## config.mk

```make
export PLATFORM = sky130hd
export DESIGN_NAME = dome_strip_index_generator_unit
export DESIGN_NICKNAME = d
export VERILOG_FILES = /design/src/dsig_pkg.sv /design/src/dome_strip_index_generator_unit.sv
export VERILOG_INCLUDE_DIRS = /design/src /design/src/src
export SDC_FILE = /design/constraint.sdc
export NUM_CORES = 1
export LEC_CHECK = 0
export BUFFER_PORTS_ARGS = -buffer_cell sky130_fd_sc_hd__buf_2
export CORE_ASPECT_RATIO = 1.2
export CORE_UTILIZATION = 35
export CTS_CLUSTER_SIZE = 25
export DETAILED_ROUTE_END_ITERATION = 10
export SYNTH_ARGS = -nofsm -noshare
export SYNTH_HDL_FRONTEND = slang
export SYNTH_SLANG_ARGS = --single-unit
```

## constraint.sdc

```tcl
create_clock -name i_clk -period 14.83 [get_ports i_clk]
set_input_delay 4.449 -clock i_clk [delete_from_list [all_inputs] [get_ports i_clk]]
set_output_delay 4.449 -clock i_clk [all_outputs]
set_load 0.02 [all_outputs]
```

## src/dome_strip_index_generator_unit_macros.svh

```systemverilog
// Assertion macros for the dome strip index generator.
// Each macro takes a label, a clock, an active-low reset and two expressions.
`ifndef DOME_STRIP_INDEX_GENERATOR_UNIT_MACROS_SVH
`define DOME_STRIP_INDEX_GENERATOR_UNIT_MACROS_SVH

`ifndef SYNTHESIS

// The consequent must hold in the same cycle as the antecedent.
`define DSIG_ASSERT_SAME(label, clk, rst_n, ante, cons) \
    label: assert property (@(posedge clk) disable iff (!(rst_n)) (ante) |-> (cons)) \
        else $error("dome strip index generator: same-cycle check failed");

// The consequent must hold in the cycle after the antecedent.
`define DSIG_ASSERT_NEXT(label, clk, rst_n, ante, cons) \
    label: assert property (@(posedge clk) disable iff (!(rst_n)) (ante) |=> (cons)) \
        else $error("dome strip index generator: next-cycle check failed");

`else

`define DSIG_ASSERT_SAME(label, clk, rst_n, ante, cons)
`define DSIG_ASSERT_NEXT(label, clk, rst_n, ante, cons)

`endif

`endif

```

## src/dsig_pkg.sv

```systemverilog
`timescale 1ns / 1ps

package dsig_pkg;

    // Default widths of the index arithmetic and of the ring and stack counters.
    localparam int INDEX_BITS_DEFAULT = 16;
    localparam int COUNT_BITS_DEFAULT = 10;

    // Stream and configuration port widths.
    localparam int IN_DATA_BITS   = 8;
    localparam int CFG_INDEX_BITS = 8;
    localparam int CFG_DATA_BITS  = 16;

    // Configuration register indexes.
    localparam logic [CFG_INDEX_BITS-1:0] REG_SLICE_COUNT     = 8'd0;
    localparam logic [CFG_INDEX_BITS-1:0] REG_STACK_COUNT     = 8'd1;
    localparam logic [CFG_INDEX_BITS-1:0] REG_REVERSE_WINDING = 8'd2;
    localparam logic [CFG_INDEX_BITS-1:0] REG_RESTART_VALUE   = 8'd3;

    // Reset values of the configuration registers.
    localparam int SLICE_COUNT_RESET   = 8;
    localparam int STACK_COUNT_RESET   = 8;
    localparam logic [CFG_DATA_BITS-1:0] RESTART_VALUE_RESET = 16'hFFFF;

endpackage

```

## src/dome_strip_index_generator_unit.sv

```systemverilog
`timescale 1ns / 1ps
`include "dome_strip_index_generator_unit_macros.svh"

// Dome strip index generator. Every request on the input stream yields one
// entry of the index list of a dome drawn as triangle strips: a fan of pairs
// around apex vertex 0 first, then one strip per ring pair, each strip closed
// by a repeat of its first pair and a primitive-restart entry (flagged on
// o_m_tuser). The final entry of the whole list is flagged on o_m_tlast, after
// which the list starts over; bit 0 of the input data (rewind) restarts the
// list before the entry of that request is produced. The block takes one
// request per clock while the skid register is empty and delivers one index
// per clock while the output is not stalled. The strip, slice and ring
// counters are updated by combinational logic, each index is registered,
// and an output register plus a skid register keep the input ready while a
// finished index waits on a stalled output. Configuration writes (slice
// count, stack count, reverse winding, restart value) are always accepted
// and must be issued only while the block is idle; the counters read them live.
module dome_strip_index_generator_unit #(
    parameter int INDEX_BITS = dsig_pkg::INDEX_BITS_DEFAULT,
    parameter int COUNT_BITS = dsig_pkg::COUNT_BITS_DEFAULT
) (
    input  logic                                i_clk,
    input  logic                                i_rst_n,
    // Input stream. i_s_tdata fields from bit 0: rewind (1), zero fill (7).
    input  logic                                i_s_tvalid,
    output logic                                o_s_tready,
    input  logic [dsig_pkg::IN_DATA_BITS-1:0]   i_s_tdata,
    // Output stream. o_m_tdata fields from bit 0: vertex_index (INDEX_BITS),
    // zero fill to whole bytes. o_m_tuser fields from bit 0: is_restart (1).
    output logic                                o_m_tvalid,
    input  logic                                i_m_tready,
    output logic [((INDEX_BITS+7)/8)*8-1:0]     o_m_tdata,
    output logic                                o_m_tuser,
    output logic                                o_m_tlast,
    // Configuration write channel.
    input  logic                                i_cfg_valid,
    output logic                                o_cfg_ready,
    input  logic [dsig_pkg::CFG_INDEX_BITS-1:0] i_cfg_index,
    input  logic [dsig_pkg::CFG_DATA_BITS-1:0]  i_cfg_data
);

    localparam int OUT_DATA_BITS = ((INDEX_BITS + 7) / 8) * 8;
    localparam int POS_BITS      = COUNT_BITS + 1;
    // Index sums are formed at the wider of the two widths, then wrapped.
    localparam int SUM_BITS      = (INDEX_BITS > COUNT_BITS) ? INDEX_BITS : COUNT_BITS;

    // Configuration registers.
    logic [COUNT_BITS-1:0] r_slice_count;
    logic [COUNT_BITS-1:0] r_stack_count;
    logic                  r_reverse;
    logic [INDEX_BITS-1:0] r_restart_value;

    // Sequence state.
    logic [COUNT_BITS-1:0] r_strip, n_strip;
    logic [POS_BITS-1:0]   r_pos, n_pos;
    logic                  r_half, n_half;
    logic [INDEX_BITS-1:0] r_base, n_base;

    // Output register and skid register.
    logic                  r_m_valid;
    logic [INDEX_BITS-1:0] r_m_index;
    logic                  r_m_restart;
    logic                  r_m_last;
    logic                  r_sk_valid;
    logic [INDEX_BITS-1:0] r_sk_index;
    logic                  r_sk_restart;
    logic                  r_sk_last;

    // Result of the current request.
    logic [INDEX_BITS-1:0] c_index;
    logic                  c_restart;
    logic                  c_last;

    logic in_fire;
    logic out_fire;

    // Working values of the index logic.
    logic                  rewind;
    logic [COUNT_BITS-1:0] slices;
    logic [COUNT_BITS-1:0] stacks;
    logic [COUNT_BITS-1:0] e_strip;
    logic [POS_BITS-1:0]   e_pos;
    logic                  e_half;
    logic [INDEX_BITS-1:0] e_base;
    logic                  final_strip;
    logic [COUNT_BITS-1:0] pair_pos;
    logic [COUNT_BITS-1:0] slice_sel;
    logic [SUM_BITS-1:0]   upper_sum;
    logic [SUM_BITS-1:0]   lower_sum;

    assign o_cfg_ready = 1'b1;
    assign o_s_tready  = !r_sk_valid;
    assign in_fire     = i_s_tvalid && o_s_tready;
    assign out_fire    = r_m_valid && i_m_tready;

    assign o_m_tvalid = r_m_valid;
    assign o_m_tdata  = OUT_DATA_BITS'(r_m_index);
    assign o_m_tuser  = r_m_restart;
    assign o_m_tlast  = r_m_last;

    always_ff @(posedge i_clk) begin
        if (!i_rst_n) begin
            r_slice_count   <= COUNT_BITS'(dsig_pkg::SLICE_COUNT_RESET);
            r_stack_count   <= COUNT_BITS'(dsig_pkg::STACK_COUNT_RESET);
            r_reverse       <= 1'b0;
            r_restart_value <= INDEX_BITS'(dsig_pkg::RESTART_VALUE_RESET);
        end else if (i_cfg_valid && o_cfg_ready) begin
            unique case (i_cfg_index)
                dsig_pkg::REG_SLICE_COUNT:     r_slice_count   <= COUNT_BITS'(i_cfg_data);
                dsig_pkg::REG_STACK_COUNT:     r_stack_count   <= COUNT_BITS'(i_cfg_data);
                dsig_pkg::REG_REVERSE_WINDING: r_reverse       <= i_cfg_data[0];
                dsig_pkg::REG_RESTART_VALUE:   r_restart_value <= INDEX_BITS'(i_cfg_data);
                default: begin
                end
            endcase
        end
    end

    // Index logic: the entry for the current state and the state that follows.
    always_comb begin
        rewind = i_s_tdata[0];
        slices = (r_slice_count == '0) ? COUNT_BITS'(1) : r_slice_count;
        stacks = (r_stack_count < COUNT_BITS'(2)) ? COUNT_BITS'(2) : r_stack_count;

        e_strip = rewind ? '0 : r_strip;
        e_pos   = rewind ? '0 : r_pos;
        e_half  = rewind ? 1'b0 : r_half;
        e_base  = rewind ? INDEX_BITS'(1) : r_base;

        // A strip number past the end, left by a config change, counts as final.
        final_strip = e_strip >= (stacks - COUNT_BITS'(2));

        // The closing pair repeats pair zero.
        pair_pos  = (e_pos == {1'b0, slices}) ? '0 : e_pos[COUNT_BITS-1:0];
        slice_sel = r_reverse ? (slices - COUNT_BITS'(1) - pair_pos) : pair_pos;

        lower_sum = SUM_BITS'(e_base) + SUM_BITS'(slice_sel);
        upper_sum = lower_sum + SUM_BITS'(slices);

        n_strip = e_strip;
        n_pos   = e_pos;
        n_half  = e_half;
        n_base  = e_base;

        if (e_pos > {1'b0, slices}) begin
            c_index   = r_restart_value;
            c_restart = 1'b1;
            c_last    = final_strip;
            if (final_strip) begin
                n_strip = '0;
                n_pos   = '0;
                n_half  = 1'b0;
                n_base  = INDEX_BITS'(1);
            end else begin
                if (e_strip != '0) begin
                    n_base = INDEX_BITS'(SUM_BITS'(e_base) + SUM_BITS'(slices));
                end
                n_strip = e_strip + COUNT_BITS'(1);
                n_pos   = '0;
                n_half  = 1'b0;
            end
        end else begin
            c_restart = 1'b0;
            c_last    = 1'b0;
            if (e_strip == '0) begin
                // Fan around the apex: ring vertex, then apex.
                c_index = e_half ? '0 : INDEX_BITS'(lower_sum);
            end else begin
                // Upper ring vertex, then the matching lower ring vertex.
                c_index = e_half ? INDEX_BITS'(lower_sum) : INDEX_BITS'(upper_sum);
            end
            if (e_half) begin
                n_half = 1'b0;
                n_pos  = e_pos + POS_BITS'(1);
            end else begin
                n_half = 1'b1;
            end
        end
    end

    always_ff @(posedge i_clk) begin
        if (!i_rst_n) begin
            r_strip <= '0;
            r_pos   <= '0;
            r_half  <= 1'b0;
            r_base  <= INDEX_BITS'(1);
        end else if (in_fire) begin
            r_strip <= n_strip;
            r_pos   <= n_pos;
            r_half  <= n_half;
            r_base  <= n_base;
        end
    end

    // Output register with a skid register behind it. The skid register fills
    // only when a result arrives while the output register is stalled.
    always_ff @(posedge i_clk) begin
        if (!i_rst_n) begin
            r_m_valid  <= 1'b0;
            r_sk_valid <= 1'b0;
        end else if (r_sk_valid) begin
            if (out_fire) begin
                r_m_valid  <= 1'b1;
                r_sk_valid <= 1'b0;
            end
        end else if (in_fire) begin
            if (!r_m_valid || out_fire) begin
                r_m_valid <= 1'b1;
            end else begin
                r_sk_valid <= 1'b1;
            end
        end else if (out_fire) begin
            r_m_valid <= 1'b0;
        end
    end

    always_ff @(posedge i_clk) begin
        if (r_sk_valid) begin
            if (out_fire) begin
                r_m_index   <= r_sk_index;
                r_m_restart <= r_sk_restart;
                r_m_last    <= r_sk_last;
            end
        end else if (in_fire) begin
            if (!r_m_valid || out_fire) begin
                r_m_index   <= c_index;
                r_m_restart <= c_restart;
                r_m_last    <= c_last;
            end else begin
                r_sk_index   <= c_index;
                r_sk_restart <= c_restart;
                r_sk_last    <= c_last;
            end
        end
    end

    // A filled skid register always sits behind a filled output register.
    `DSIG_ASSERT_SAME(a_skid_behind_output, i_clk, i_rst_n, r_sk_valid, r_m_valid)

    // A held skid entry is not dropped while the output stays stalled.
    `DSIG_ASSERT_NEXT(a_skid_held, i_clk, i_rst_n, r_sk_valid && !out_fire, r_sk_valid)

    // The end of the list is always a restart entry.
    `DSIG_ASSERT_SAME(a_last_is_restart, i_clk, i_rst_n, o_m_tvalid && o_m_tlast, o_m_tuser)

    // A rewind request always starts the fan strip again.
    `DSIG_ASSERT_NEXT(a_rewind_restarts, i_clk, i_rst_n, in_fire && rewind, r_strip == '0)

endmodule
```

==> impl_metrics.toml, run 1 <==
[synth]
yosys.area.top_type_share = 0.189
synth_area_mm2 = 0.00815
synthDominantAreaCellType = "sky130_fd_sc_hd__dfxtp_1"
synth_edf_count = 36
syn-num-nets = 1093
ys.warnings.count = 0
synth_flop_cell = "sky130_fd_sc_hd__dfxtp_1"
synth-seq-area-share = 0.322
syn_inst = 985
ys_async_rst_share = 0
ys_top_cells_by_area = "sky130_fd_sc_hd__dfxtp_1 19%, sky130_fd_sc_hd__edfxtp_1 13%, sky130_fd_sc_hd__ha_1 10%, sky130_fd_sc_hd__nand2_1 5.3%, sky130_fd_sc_hd__nor2_1 4.6%"
post_synth_num_cell_types = 69
synth_seq_cells = 113
synth.avg_cell_area_um2 = 8.28

[pwr]
power_mw = 0.784
power_density_mw_per_mm2 = 85.1
power.combinational.fraction = 0.058
switching_share = 0.266
peakVddDrop_v = 0.0000920
power.leakage_nw = 3.79
net_switching_power_mw = 0.209
cellInternalPower_mw = 0.576
share_seq_of_total_power = 0.416
clockPowerShare = 0.526

[die]
num_io_pins = 58
design.core.area_mm2 = 0.0227
die_y_um = 169
dieArea_mm2 = 0.0239
die_w_um = 141
initial_core_util = 0.360
core.rowCount = 60

[worst_setup_path]
reg2reg_setup_slack_ns = 7.01
cp_max_fo = 59
crit-reg2reg-launch = "r_slice_count[1]"
critical_path.endpoint = "o_m_tdata[13]"
critical_path_required_ns = 15.13
timing.critical_path.from_type = "primary input"
endpoint_kind = "flop"
critical-path-slowest-cell = "sky130_fd_sc_hd__or4_1"
worst_r2r_endpoint = "o_m_tdata[13]"
timing.critical_path.mode_cell = "sky130_fd_sc_hd__ha_1"
setup.worst_path.start = "i_s_tdata[0]"
crit_type = "primary input to flop"
cp_slowest_stage_delay_ns = 0.66
arrival_time_worst_endpoint_ns = 11.81
depth_of_the_worst_register_to_register_path = 29

[placed_design]
detailed_place.area_mm2 = 0.00863
finalWeightedCongestion = 0.909
detailedPlace.worstSlack_ns = 2.87
numPortBuffers = 49
hpwl_mm = 16.4

[finish]
final_net_count = 1114
antenna_cells = 0
syn_to_final_growth_pct = 13.1
finalInstanceArea_mm2 = 0.00922
final_layout_size_suffix_gt1_frac = 0.117
nFillCells = 2319

[clock_tree]
hold_buffers = 0
cts_htree_levels = 4
clk_path_buf_depth = 2
post_cts_setup_repair_buffer_count = 0
cts_tree = "built"
cts_made_buffers = 17
clock_insertion_delay_worst_skew_ns = 0.43
cts_resized = 0
worst_setup_hold_path_clk_slew_ns = 0.06
clock_sink_count = 113
cts.root.buffer_cell = "sky130_fd_sc_hd__clkbuf_16"

[sta]
finalCriticalPeriod_ns = 11.51
fmaxAchievable_mhz = 86.9
rsz0062_at_grt = "no"
worst_hold_slack_ns = 0.451
layout_worst_path_cycle_share = 0.776
final_max_slew_viol_count = 0
finalClockSkew_ns = 0.0124
setup-tns-final_ns = 0
finalSetupViolations = 0
slew_headroom = 0.254
tightest_slew_ns = 1.12
timing_hold_violations_final = 0
final.setup.worst_slack_ns = 3.32

[global_route]
grt_usage = 0.195
grt_pass1_vias = 6788
maximum_number_of_pins_on_one_net_before_global_route_repair = 60
antenna_found_initial = 0
globalRoute.totalOverflow = 0
wire_length_of_the_first_global_routing_pass_mm = 36.0

[worst_hold_path]
min_path_type = "flop to flop"
whs_path_depth = 2

[routing]
route.detailed.vias_per_inst = 5.42
drt.antenna.violating_nets = 0
drt-total-wl_mm = 22.3
route.detailed.wl_per_inst_um = 16.8
initialDrtViolationCount = 504
dr.pass1.iters = 5
dr_total_vias = 7208
drc_errors = 0

[job]
max_cap_violations = 0

[outcome]
outcome = "finished clean"
[power by group through the flow]
stage	Clock, mW	Sequential [mW]	Combinational, mW
6_report	0.413	0.327	0.0453
5_1_grt	0.433	0.327	0.0491
4_1_cts	0.421	0.327	0.0454
3_5_place_dp	0	0.333	0.0452
3_3_place_gp	0	0.333	0.0452
2_1_floorplan	0	0.337	0.0232
[area by class of cell]
class                           instances  area (um2)  area share
Clock buffer                           17         425      0.0461
Inverter                               37         139      0.0151
Multi-Input combinational cell        782        5190       0.563
Tap cell                              310         388      0.0421
Sequential cell                       113        2620       0.284
Timing Repair Buffer                   55         290      0.0315
Clock inverter                         15         163      0.0176
[how the worst min path moves through the flow]
stage,from,endpoint
after floorplan,r_base[2],r_base[2]
after global placement,r_base[2],r_base[2]
after detailed placement,r_base[2],r_base[2]
after CTS,r_base[2],r_base[2]
after global routing,r_restart_value[13],r_restart_value[13]
final,r_base[2],r_base[2]
[synthesized netlist by cell type (all sizes together), types with 26 or more instances]
| master | instances |
|---|---|
| nand2 | 115 |
| nor2 | 99 |
| dfxtp | 77 |
| a21oi | 67 |
| ha | 67 |
| o21ai | 45 |
| clkbuf | 42 |
| inv | 37 |
| edfxtp | 36 |
| nand3 | 35 |
| nor2b | 32 |
| xnor2 | 28 |
| mux2i | 26 |
[state kept, by name (all words and copies together) (netlist names)]
name             count
o_m_tlast            1
r_base              16
r_half               1
r_sk_restart         1
r_strip             10
r_sk_valid           1
r_sk_index          16
r_restart_value     16
r_slice_count       10
o_m_tdata           16
r_stack_count       10
r_sk_last            1
r_pos               11
o_m_tvalid           1
o_m_tuser            1
r_reverse            1
[per-stage QoR]
step                      cells  utilization
after floorplan             985            -
after CTS                  1329        0.407
after global placement     1297        0.381
after global routing       1329        0.407
final                      1329        0.407
after detailed placement   1297        0.381
[logic make-up (layout without fill, tap and decap cells)]
kind of cell    Yosys count  after routing  share of synthesized area
xor+xnor                 38             38                     0.0408
other cells               1              1                   0.000460
buf+inv                  90            124                     0.0425
fa+ha+maj                71             71                      0.113
simple gates            395            395                      0.235
flops                   113            113                      0.322
compound gates          237            237                      0.196
mux                      40             40                     0.0513
[critical path: cells and delay by family]
kind	cells	cell delay, ns
AND/OR/NAND/NOR	9	2.30
buffers and inverters	2	0.56
adder cells (fa/ha/maj)	4	1.29
AO/OA/AOI/OAI	12	2.74
multiplexers	1	0.18
XOR/XNOR	2	0.29
[cell usage in the layout, fill, tap and decap left out, drive strengths merged, types with 14 or more instances in the layout]
cell type,n
dfxtp,77
edfxtp,36
o211ai,14
o21ai,45
mux2i,26
buf,55
inv,47
nor3,24
nor2b,32
or3,14
xnor2,28
nor2,99
nand3,35
nand2b,14
a21oi,67
clkbuf,17
nand2,115
a21o,18
ha,67
mux2,14
[routing by layer]
layer	track usage	vias to the layer above	wire, um
li1	-	3611	-
met1	0.241	3368	9790
met2	0.328	183	10800
met3	0.0361	46	969
met4	0.0888	0	750
met5	0	-	0
Note: power is estimated with default switching activity, not from simulation.
==> run 2, diff against run 1 <==
clock period = 11.8 ns   (was 14.83 ns; I/O delays follow)
==> run 2 against run 1 <==
Compared with the run above:
- sequential share of layout area about the same
- critical path depth is the same
- register-to-register slack lost 2.7 ns
- die area stayed put
- wire length is 0.47% higher
- non-clock buffer count increased by 2
- clock skew is 0.0016 ns lower
- worst setup slack worse by 1.5 ns
- largest cell class unchanged
- highest routed layer unchanged
==> impl_metrics.toml, run 2 (synthesis gave the netlist of run 1 again) <==
[outcome]
outcome = "finished clean"

[global_route]
maximum_number_of_pins_on_one_net_before_global_route_repair = 48
grt_usage = 0.197
antenna_found_initial = 0
wire_length_of_the_first_global_routing_pass_mm = 36.4
globalRoute.totalOverflow = 0
grt_pass1_vias = 6981

[worst_setup_path]
critical_path_required_ns = 12.09
critical-path-slowest-cell = "sky130_fd_sc_hd__or4_1"
cp_max_fo = 22
crit_family = "compound AO/OA/AOI/OAI gates"
arrival_time_worst_endpoint_ns = 10.32
timing.critical_path.from_type = "primary input"
path_buf_inv = 2
crit_type = "primary input to flop"
timing.critical_path.mode_cell = "sky130_fd_sc_hd__ha_1"
cp_slowest_stage_delay_ns = 0.49
endpoint_kind = "flop"

[sta]
worst_hold_slack_ns = 0.449
layout_worst_path_cycle_share = 0.850
finalCriticalPeriod_ns = 10.03
timing_hold_violations_final = 0
finalClockSkew_ns = 0.0109
slew_headroom = 0.289
finalSetupViolations = 0
final_max_slew_viol_count = 0
setup-tns-final_ns = 0
fmaxAchievable_mhz = 99.7
tightest_slew_ns = 1.06
rsz0062_at_grt = "no"

[clock_tree]
cts_resized = 0
cts_htree_levels = 4
worst_setup_hold_path_clk_slew_ns = 0.06
cts_made_buffers = 17
post_cts_setup_repair_buffer_count = 0
clock_sink_count = 113
hold_buffers = 0
cts.root.buffer_cell = "sky130_fd_sc_hd__clkbuf_16"
clock_insertion_delay_worst_skew_ns = 0.42
cts_tree = "built"
clk_path_buf_depth = 2

[job]
max_cap_violations = 0

[die]
dieArea_mm2 = 0.0239
initial_core_util = 0.360
core.rowCount = 60
num_io_pins = 58
die_w_um = 141
design.core.area_mm2 = 0.0227
die_y_um = 169

[finish]
antenna_cells = 0
layout.cells.most_common = "sky130_fd_sc_hd__nand2_1"
layout.core_utilization = 0.407
most-common-layout-cells = "115 x sky130_fd_sc_hd__nand2_1, 99 x sky130_fd_sc_hd__nor2_1, 77 x sky130_fd_sc_hd__dfxtp_1, 67 x sky130_fd_sc_hd__ha_1, 66 x sky130_fd_sc_hd__a21oi_1"
final_net_count = 1116
final_layout_size_suffix_gt1_frac = 0.119
syn_to_final_growth_pct = 13.2

[routing]
route.detailed.vias_per_inst = 5.43
route.detailed.wl_per_inst_um = 16.8
drt.antenna.violating_nets = 0
initialDrtViolationCount = 541
drt-total-wl_mm = 22.4
drc_errors = 0
dr_total_vias = 7232
dr.pass1.iters = 5

[worst_hold_path]
min_path_type = "flop to flop"

[placed_design]
numPortBuffers = 49
finalWeightedCongestion = 0.899
hpwl_mm = 16.6

[pwr]
power.leakage_nw = 3.80
power_mw = 0.991
power_density_mw_per_mm2 = 107
peakVddDrop_v = 0.0000796
run 2: cell count changes in the layout (fill, tap and decap cells not counted):
cell and change:
sky130_fd_sc_hd__buf_4 +2, sky130_fd_sc_hd__inv_6 +2, sky130_fd_sc_hd__clkinv_4 -1, sky130_fd_sc_hd__inv_8 -1
run 2: area by class of cell:
class	instances	area, um2
Clock buffer	17	425
Clock inverter	15	160
Fill cell	2333	13400
Inverter	37	139
Multi-Input combinational cell	782	5190
Sequential cell	113	2620
Tap cell	310	388
Timing Repair Buffer	57	305
run 2: worst min-delay path: cells and delay by family, from the launching register on:
family | cells | cell delay (ns)
DFF | 1 | 0.30
and+or+nand+nor | 1 | 0.05
AOI/OAI and AO/OA | 1 | 0.05
run 2: final timing paths:
path,start,to,slack (ns),depth (start not counted)
hold reg to reg,r_base[2],r_base[2],0.45,2
setup reg to reg,r_slice_count[1],o_m_tdata[13],4.28,29
hold / removal,r_base[2],r_base[2],0.45,2
setup / recovery,i_s_tdata[0],o_m_tdata[13],1.77,30
run 2: power by group:
group	internal [mW]	total [mW]	leakage, nW	switching (mW)
Sequential	0.407	0.411	0.990	0.00363
Clock	0.300	0.523	0.284	0.223
Combinational	0.0163	0.0572	2.53	0.0409
Total	0.723	0.991	3.80	0.267
run 2: per-stage QoR:
step	instance area (um2)	setup WS [ns]	cells
5_1_grt	9230	1.13	1331
6_report	9230	1.77	1331
3_5_place_dp	8650	1.30	1299
2_1_floorplan	8150	1.31	985
4_1_cts	9230	1.73	1331
3_3_place_gp	8650	1.35	1299
run 2: layer usage:
layer | vias to the layer above | wire length, um | share of wire | track usage
met5 | - | 0 | 0 | 0
met2 | 154 | 11000 | 0.49 | 0.337
met1 | 3420 | 10000 | 0.45 | 0.245
met3 | 36 | 753 | 0.034 | 0.0288
li1 | 3622 | - | - | -
met4 | 0 | 671 | 0.030 | 0.0851
==> run 3, diff against run 2 <==
clock period = 9.65 ns   (was 11.8 ns; I/O delays follow)
==> run 3 against run 2 <==
Compared with the run above:
- sequential share of layout area shrank 0.15 points
- largest cell class unchanged
- utilization grew 0.22 points
- clock skew grew 0.0011 ns
==> impl_metrics.toml, run 3 (synthesis gave the netlist of run 1 again) <==
[outcome]
outcome = "finished clean"

[routing]
initialDrtViolationCount = 526
drt.antenna.violating_nets = 0
route.detailed.wl_per_inst_um = 17.0
dr.pass1.iters = 5
route.detailed.vias_per_inst = 5.36
drc_errors = 0
dr_total_vias = 7173
drt-total-wl_mm = 22.8

[worst_setup_path]
timing.critical_path.mode_cell = "sky130_fd_sc_hd__ha_1"
cp_slowest_stage_delay_ns = 0.53
crit_type = "primary input to flop"
critical-path-slowest-cell = "sky130_fd_sc_hd__or4_1"
cp_max_fo = 16
endpoint_kind = "flop"
arrival_time_worst_endpoint_ns = 9.30
critical_path_required_ns = 9.94
timing.critical_path.from_type = "primary input"

[pwr]
power.combinational.fraction = 0.059
power_density_mw_per_mm2 = 131
clockPowerShare = 0.527
power_mw = 1.21
net_switching_power_mw = 0.326
share_seq_of_total_power = 0.415
power.leakage_nw = 3.83
peakVddDrop_v = 0.000101
switching_share = 0.269
cellInternalPower_mw = 0.885

[clock_tree]
cts.root.buffer_cell = "sky130_fd_sc_hd__clkbuf_16"
hold_buffers = 0
clock_sink_count = 113
cts_htree_levels = 4
clock_insertion_delay_worst_skew_ns = 0.43
post_cts_setup_repair_buffer_count = 0
worst_setup_hold_path_clk_slew_ns = 0.06
cts_made_buffers = 17
cts_tree = "built"
cts_resized = 0
clk_path_buf_depth = 2

[finish]
layout.cells.most_common = "sky130_fd_sc_hd__nand2_1"
final_layout_size_suffix_gt1_frac = 0.124
nFillCells = 2359
layout.core_utilization = 0.409
final_net_count = 1122
antenna_cells = 0
syn_to_final_growth_pct = 13.8
most-common-layout-cells = "115 x sky130_fd_sc_hd__nand2_1, 99 x sky130_fd_sc_hd__nor2_1, 77 x sky130_fd_sc_hd__dfxtp_1, 67 x sky130_fd_sc_hd__ha_1, 66 x sky130_fd_sc_hd__a21oi_1"

[global_route]
grt_pass1_vias = 6897
globalRoute.totalOverflow = 0
grt_usage = 0.200
globalRouteMet2Util = 0.358
use_met1 = 0.244
antenna_found_initial = 0
grt_use_met3 = 0.0285
wire_length_of_the_first_global_routing_pass_mm = 37.0
maximum_number_of_pins_on_one_net_before_global_route_repair = 48
grt_most_used_layer = "met2"

[sta]
fmaxAchievable_mhz = 111
slew_headroom = 0.245
timing_hold_violations_final = 0
setup-tns-final_ns = 0
finalSetupViolations = 0
final_max_slew_viol_count = 0
rsz0062_at_grt = "no"
layout_worst_path_cycle_share = 0.933
finalCriticalPeriod_ns = 9.00
finalClockSkew_ns = 0.0120
tightest_slew_ns = 1.13

[worst_hold_path]
min_path_type = "flop to flop"

[die]
core.rowCount = 60
die_y_um = 169
dieArea_mm2 = 0.0239
initial_core_util = 0.360
design.core.area_mm2 = 0.0227
num_io_pins = 58
die_w_um = 141

[job]
max_cap_violations = 0

[placed_design]
hpwl_mm = 16.8
numPortBuffers = 49
finalWeightedCongestion = 0.867
==> run 3: cell types whose count changed in the layout (fill, tap and decap cells not counted), sizes merged <==
| cell | delta |
|---|---|
| buf | +6 |
| clkinvlp | +1 |
| inv | -1 |
==> run 3: layout make-up <==
class / instances / area (um2) / share of cell area
clock buffer: 17 / 425 / 0.0458
multi-input combinational: 782 / 5190 / 0.559
inverter: 37 / 139 / 0.0150
tap: 310 / 388 / 0.0418
sequential: 113 / 2620 / 0.283
clock inverter: 15 / 164 / 0.0177
timing repair buffer: 63 / 350 / 0.0378
==> run 3: final timing paths <==
path                    start            end  slack [ns]  cells after the start
max              i_s_tdata[0]  o_m_tdata[13]        0.65                     29
max reg2reg  r_slice_count[1]  o_m_tdata[13]        2.40                     29
min reg2reg         r_base[2]      r_base[2]        0.46                      2
min                 r_base[2]      r_base[2]        0.46                      2
==> run 3: through the flow <==
step	area (um2)	worst slack, ns	cells	hold slack (ns)
6_report	9280	0.647	1337	0.456
5_1_grt	9280	0.0792	1337	0.487
4_1_cts	9280	0.568	1337	0.458
3_5_place_dp	8690	0.170	1305	0.450
3_3_place_gp	8690	0.199	1305	0.437
2_1_floorplan	8160	0.0890	985	0.432
==> run 3: critical path: cells and delay by family <==
family	cells	cell delay (ns)
compound gates	12	2.52
simple gates	9	1.96
fa+ha+maj	4	1.23
buf+inv	1	0.27
xor+xnor	2	0.27
mux	1	0.18
==> run 3: routing by layer <==
layer,vias up,part of all wire
met1,3387,0.44
li1,3631,-
met3,29,0.028
met5,-,0
met2,126,0.51
met4,0,0.022
==> run 3: power groups by stage <==
stage | Sequential, mW | Clock [mW] | Combinational (mW)
final | 0.502 | 0.638 | 0.0711
after detailed placement | 0.513 | 0 | 0.0712
after global placement | 0.513 | 0 | 0.0710
after floorplan | 0.518 | 0 | 0.0359
after CTS | 0.502 | 0.645 | 0.0714
after global routing | 0.503 | 0.668 | 0.0771
